<file path="src/rtl/sil_pkg.sv">
// shared types, constants and compare functions for the sorted interval ledger
// no dependencies
package sil_pkg;

  localparam int CAPACITY      = 32;
  localparam int MAX_OUT       = 32;
  localparam int CNT_W         = $clog2(CAPACITY + 1);
  localparam int FIELD_W       = 32;
  localparam int ACTION_W      = 2;
  localparam int STATUS_W      = 2;
  localparam int IDX_W         = 5;
  localparam int ENTRY_COUNT_W = 6;

  typedef enum logic [ACTION_W-1:0] {
    ACT_ACCEPT = 2'd0,
    ACT_DUMP   = 2'd1,
    ACT_CLEAR  = 2'd2,
    ACT_RSVD   = 2'd3
  } action_e;

  typedef enum logic [STATUS_W-1:0] {
    ST_OK      = 2'd0,
    ST_INVALID = 2'd1,
    ST_FULL    = 2'd2,
    ST_OVERLAP = 2'd3
  } status_e;

  typedef enum logic [4:0] {
    OP_HOLD = 5'b00001,
    OP_CMP  = 5'b00010,
    OP_INS  = 5'b00100,
    OP_ROT  = 5'b01000,
    OP_CLR  = 5'b10000
  } cell_op_e;

  typedef struct packed {
    logic [FIELD_W-1:0] worker;
    logic [FIELD_W-1:0] state_id;
    logic [FIELD_W-1:0] iter_begin;
    logic [FIELD_W-1:0] iter_end;
  } rec_t;

  typedef struct packed {
    cell_op_e op;
    rec_t     new_rec;
  } cell_ctl_t;

  typedef struct packed {
    logic occ;
    logic ge;
    rec_t rec;
  } cell_link_t;

  // a sorts strictly before b: state, begin, end, then worker
  function automatic logic rec_before(rec_t a, rec_t b);
    logic r;
    if (a.state_id != b.state_id) begin
      r = a.state_id < b.state_id;
    end else if (a.iter_begin != b.iter_begin) begin
      r = a.iter_begin < b.iter_begin;
    end else if (a.iter_end != b.iter_end) begin
      r = a.iter_end < b.iter_end;
    end else begin
      r = a.worker < b.worker;
    end
    return r;
  endfunction

  // same state and half-open intervals intersect
  function automatic logic rec_overlap(rec_t a, rec_t b);
    return (a.state_id == b.state_id) && (b.iter_begin < a.iter_end) &&
           (a.iter_begin < b.iter_end);
  endfunction

endpackage

</file>
<file path="src/rtl/sil_cell.sv">
// one slot of the ordered record chain: compare, shift-insert, rotate, clear
// depends on sil_pkg
module sil_cell import sil_pkg::*; (
  input  logic       clk_i,
  input  logic       rst_ni,
  input  cell_ctl_t  ctl_i,
  input  cell_link_t left_i,
  input  cell_link_t right_i,
  input  rec_t       wrap_i,
  output cell_link_t link_o,
  output logic       ovl_o
);

  logic occ_q, occ_d;
  logic ge_q, ge_d;
  logic ovl_q, ovl_d;
  rec_t rec_q, rec_d;

  always_comb begin
    occ_d = occ_q;
    ge_d  = ge_q;
    ovl_d = ovl_q;
    rec_d = rec_q;
    case (ctl_i.op)
      OP_CMP: begin
        ge_d  = occ_q & rec_before(ctl_i.new_rec, rec_q);
        ovl_d = occ_q & rec_overlap(ctl_i.new_rec, rec_q);
      end
      OP_INS: begin
        if (left_i.occ && left_i.ge) begin
          rec_d = left_i.rec;
          occ_d = 1'b1;
        end else if ((occ_q && ge_q) || (!occ_q && left_i.occ)) begin
          rec_d = ctl_i.new_rec;
          occ_d = 1'b1;
        end
      end
      OP_ROT: begin
        if (right_i.occ) begin
          rec_d = right_i.rec;
        end else if (occ_q) begin
          rec_d = wrap_i;
        end
      end
      OP_CLR: begin
        occ_d = 1'b0;
      end
      default: begin
      end
    endcase
  end

  always_ff @(posedge clk_i or negedge rst_ni) begin
    if (!rst_ni) begin
      occ_q <= 1'b0;
      ge_q  <= 1'b0;
      ovl_q <= 1'b0;
    end else begin
      occ_q <= occ_d;
      ge_q  <= ge_d;
      ovl_q <= ovl_d;
    end
  end

  always_ff @(posedge clk_i) begin
    rec_q <= rec_d;
  end

  assign link_o = '{occ: occ_q, ge: ge_q, rec: rec_q};
  assign ovl_o  = ovl_q;

endmodule

</file>
<file path="config.mk">
export PLATFORM = sky130hd
export DESIGN_NAME = sil_cell
export DESIGN_NICKNAME = d
export VERILOG_FILES = /design/src/rtl/sil_pkg.sv /design/src/rtl/sil_cell.sv
export SDC_FILE = /design/constraint.sdc
export NUM_CORES = 1
export LEC_CHECK = 0
export BUFFER_PORTS_ARGS = -buffer_cell sky130_fd_sc_hd__buf_2
export CAP_MARGIN = 20
export CORE_AREA = 10 10 249 251
export DETAILED_ROUTE_END_ITERATION = 10
export DIE_AREA = 0 0 259 261
export PLACE_DENSITY = 0.43
export SYNTH_ARGS = -nofsm -noshare
export SYNTH_HDL_FRONTEND = slang
export SYNTH_SLANG_ARGS = --single-unit
</file>
<file path="constraint.sdc">
create_clock -name clk_i -period 17.1 [get_ports clk_i]
set_clock_uncertainty 0.15 [all_clocks]
set_input_delay 3.42 -clock clk_i [delete_from_list [all_inputs] [get_ports clk_i]]
set_output_delay 3.42 -clock clk_i [all_outputs]
set_load 0.01 [all_outputs]
</file>
# == Word level (Yosys, flattened, before mapping) ==
# Cells that the tools add are included.
# classes
n_addsub,0
n_mul,0
div_mod_pow,0
n_lt_le_gt_ge,6
eq_ne,10
n_shift,0
n_mux,12
n_bitwise,2
reduce_logical,11
# ops
cell,n
two-way mux 128 bit,4
one-hot mux 128 bit (2 select lines),1
less-than comparator 32 bit,6
inequality test 32 bit,3
== test 32 bit,1
two-way mux 1 bit,6
"inequality test 3 bit, second input constant",2
"== test 5 x 2 -> 1 bit, second input constant",1
"== test 5 x 3 -> 1 bit, second input constant",1
"== test 5 x 4 -> 1 bit, second input constant",1
"== test 5 bit, second input constant",1
logical AND 1 bit,5
nonzero test 2 bit,2
AND reduction 3 bit,1
AND 1 bit,2
one-hot mux 1 bit (2 select lines),1
AND reduction 2 bit,1
zero test 1 bit,1
logical OR 1 bit,1
# word_totals
reg_bits,131
latchBits,0
ramBits,0
romBits,0
mem_count,0

# == Longest topological paths before layout ==
# depth
ltp_word,6
ltp_mapped,9

# == Worst setup path after synthesis ==
# Ideal clock, no wire load.
# synth_timing
path_type,input-to-reg
start,in ctl_i[129] in the netlist's numbering
end,"reg rec_q, in the netlist link_o[0], enable pin"
arrival_ps,13217
t_required_ps,16138
slack_ps,2922
stages,3
cell_sequence,nor3_1 > nand2_1 > o32ai_1
# synth_between
elab_chain_len,3
# synth_lines
item,line_no,source
from (decl),sil_cell.sv:6,"input cell_ctl_t ctl_i,"
== test 5 x 4 -> 1 bit / == test 5 x 3 -> 1 bit (equally long branches),sil_cell.sv:24,case (ctl_i.op)
inequality test 3 bit (no source line) / nonzero test 2 bit (equally long branches),--,
AND reduction 3 bit (no source line) (*),--,
to (signal assigned),sil_cell.sv:66,rec_q <= rec_d;
to (decl),sil_cell.sv:17,"rec_t rec_q, rec_d;"
# Every way passes the cells marked *; elsewhere a longest branch is shown, timed or not.
# A chain may end at the register's enable or synchronous reset.

==> results.cfg <==
[critical_path]
path_max_fanout = 70
startpoint_type = input port
criticalPathCategory = in2reg
rr_worst_depth = 9
reg2reg_from = link_o[63]
r2r_end = ge_q
required_ns = 17.15
rrSetupSlack_ns = 14.04
startpoint = ctl_i[129]
critPathCaptureType = register
cp.arrival_ns = 6.27

[synth]
ys_warn_count = 0
async_reset_ff_frac = 0.02290
synth_edf_count = 128
synth.avg_cell_area_sq_um = 8.232
netlist_area_sq_mm = 0.01254
ys_types = 46
syn_nets = 2235
syn_inst = 1523
synth.top_cell.area_share = 0.3066
synth-seq-area-share = 0.3126
synthFlopType = edfxtp_1
synth_top_area_cell = edfxtp_1
ys_top_cells_by_area = edfxtp_1 (31%), ha_1 (19%), nand2_1 (8.9%)
synth-seq-cells = 131

[clock_network]
cts_buffers = 17
cts.sinks = 131
clkLatencyLatePin_ns = 0.48
max-clock-path-buffers = 2
hold_buffers = 0
cts_setup_buffers = 0
cts.repair.resized = 0
clk_pin_slew_worst_paths_ns = 0.07
cts_htree_levels = 4
cts_tree = yes
root_buffer = clkbuf_16

[global_routing]
grt_pass1_vias = 14310
grt_pass1_wl_um = 92930
globalRouteTotalUtil = 0.1860
grt.overflow.total = 0
antenna_found_initial = 10
grt_max_degree = 95

[layout]
final_core_util = 0.3001
syn2layout_area_growth_pct = 36.78
nets = 2830
n_fill_cell = 6282
fin_cells = 2897
drive_gt1_frac = 0.3268

[drt]
drtPass1Iterations = 5
drt-total-wl_um = 65530
drt_iter0_drc = 789
ant_nets = 0
avgViaCountPerCell = 4.735
drc_errors = 0
vias = 13720
post_drt_wl_per_cell_um = 22.62

[placed_design]
dp.cells = 2864
gp_congestion = 0.8837
portBuffers = 652
hpwl_um = 54730

[timing]
worst_pin_slew_ns = 0.9445
setup-violations-final = 0
fin_crit_sh = 0.3637
slew_violations = 0
rsz0062_at_grt = no
setup-tns-final_ns = 0
timing.fmax_mhz = 160.8
hold_ws_ns = 0.3361
max_slew_margin = 0.3703
min_period_ns = 6.220
hold_viol = 0

[power_and_ir_drop]
power_mw = 0.9976
ir_drop_v = 0.00008100
p_sw_frac = 0.2933
clockPowerShare = 0.401
power.internal_mw = 0.7049
power.leakage_nw = 8.023
powerDensity_mw_per_mm2 = 58.17
combPwrFrac = 0.230
power_frac_seq = 0.369
p_sw_mw = 0.2926

[floorplan]
floorplan.initialDensity = 0.2194
die_h_um = 261
die-area_sq_mm = 0.06760
die_w_um = 259
ioPinCount = 654
rows = 88
core_region_area_sq_mm = 0.05714

[hold_path]
min_from = ovl_o
holdPathEnd = ovl_o
hold_depth = 2
hp-class = reg2reg

[run_status]
status = completed

[job]
max_cap_viol_count = 0
## power by group through the flow
stage          combinational [mW]  clock [mW]  sequential [mW]
2_1_floorplan               0.110           0            0.378
3_3_place_gp                0.227           0            0.375
3_5_place_dp                0.231           0            0.375
4_1_cts                     0.232       0.417            0.368
5_1_grt                     0.258       0.426            0.369
6_report                    0.229       0.400            0.368
## placed cells by master, fill, tap and decap left out, types with 3 or more instances in the layout
cell          n
bufinv_16     4
nor4_1        9
nand2_1     295
a31oi_1     131
clkinvlp_4    3
clkbuf_16    17
nand2b_1      3
buf_4        10
a221oi_1      3
nor3_1       10
o21ai_0      27
ha_1        189
dfrtp_1       3
or3_1         3
clkinv_1      5
nor2b_1     137
nor2_1       23
a21o_1        9
edfxtp_1    128
buf_2       651
a211oi_1    147
o211ai_1      6
o21ai_1      13
a2111oi_0     4
nand4_1      33
a21oi_1      56
o21bai_1      3
inv_1       162
nand3_1      16
## how the worst max path moves through the flow
stage | endpoint | slack, ns
final | link_o[30] | 10.88
after global routing | link_o[30] | 10.78
after CTS | link_o[30] | 11.02
after floorplan | link_o[0] | 2.92
after global placement | link_o[30] | 10.48
after detailed placement | link_o[30] | 10.48
## worst max-delay path, cell delays in order
cell and delay [ns]:
buf_2 0.12, nor4_1 0.45, nand2_4 0.50, buf_4 0.52, buf_4 0.44, a211oi_1 0.57
a31oi_1 0.08
## per-layer routing
layer  wire length [um]  up-vias  GRT usage  part of all wire
li1                   -     6752          -                 -
met1              27240     6416     0.2202              0.42
met2              32370      459     0.3195              0.49
met3               4323       79    0.05410             0.066
met4               1507       12    0.05881             0.023
met5                 88        -          0            0.0013
## cell families (layout without fill, tap and decap cells)
| logic type | after synthesis | in the layout | share of synthesized area |
|---|---|---|---|
| adders and majority gates | 189 | 189 | 0.1886 |
| and+or+nand+nor | 541 | 541 | 0.2056 |
| DFF | 131 | 131 | 0.3126 |
| other | 0 | 2 | 0 |
| AOI/OAI and AO/OA | 414 | 414 | 0.2184 |
| buffers and inverters | 248 | 855 | 0.07485 |
## synthesized netlist by cell type, types with 4 or more instances
cell type	n
a2111oi_0	4
a211oi_1	147
a21o_1	9
a21oi_1	56
a31oi_1	131
clkbuf_1	84
edfxtp_1	128
ha_1	189
inv_1	162
nand2_1	297
nand3_1	16
nand4_1	33
nor2_1	23
nor2b_1	137
nor3_1	10
nor4_1	9
o211ai_1	6
o21ai_0	27
o21ai_1	13
## area by class of cell
| cell class | count | area [sq um] | area share |
|---|---|---|---|
| flip-flops and latches | 131 | 3919 | 0.2285 |
| repair buffers | 662 | 3347 | 0.1952 |
| multi-input cells | 1144 | 7716 | 0.4500 |
| inverters | 162 | 608.1 | 0.03546 |
| well taps | 765 | 957.2 | 0.05582 |
| clock inverters | 13 | 166.4 | 0.009705 |
| clock buffers | 18 | 429.2 | 0.02503 |
| diodes | 2 | 5.005 | 0.0002919 |
## sequential cells by signal, summed over array words and instances (netlist names)
signal and count:
link_o 128, occ_q 1, ovl_o 1, ge_q 1
## per-stage QoR
step           worst slack, ns  cell area (sq um)
2_1_floorplan            2.922              12540
3_3_place_gp             10.48              16550
3_5_place_dp             10.48              16550
4_1_cts                  11.02              17140
5_1_grt                  10.78              17150
6_report                 10.88              17150
Note: power is estimated with default switching activity, not from simulation.
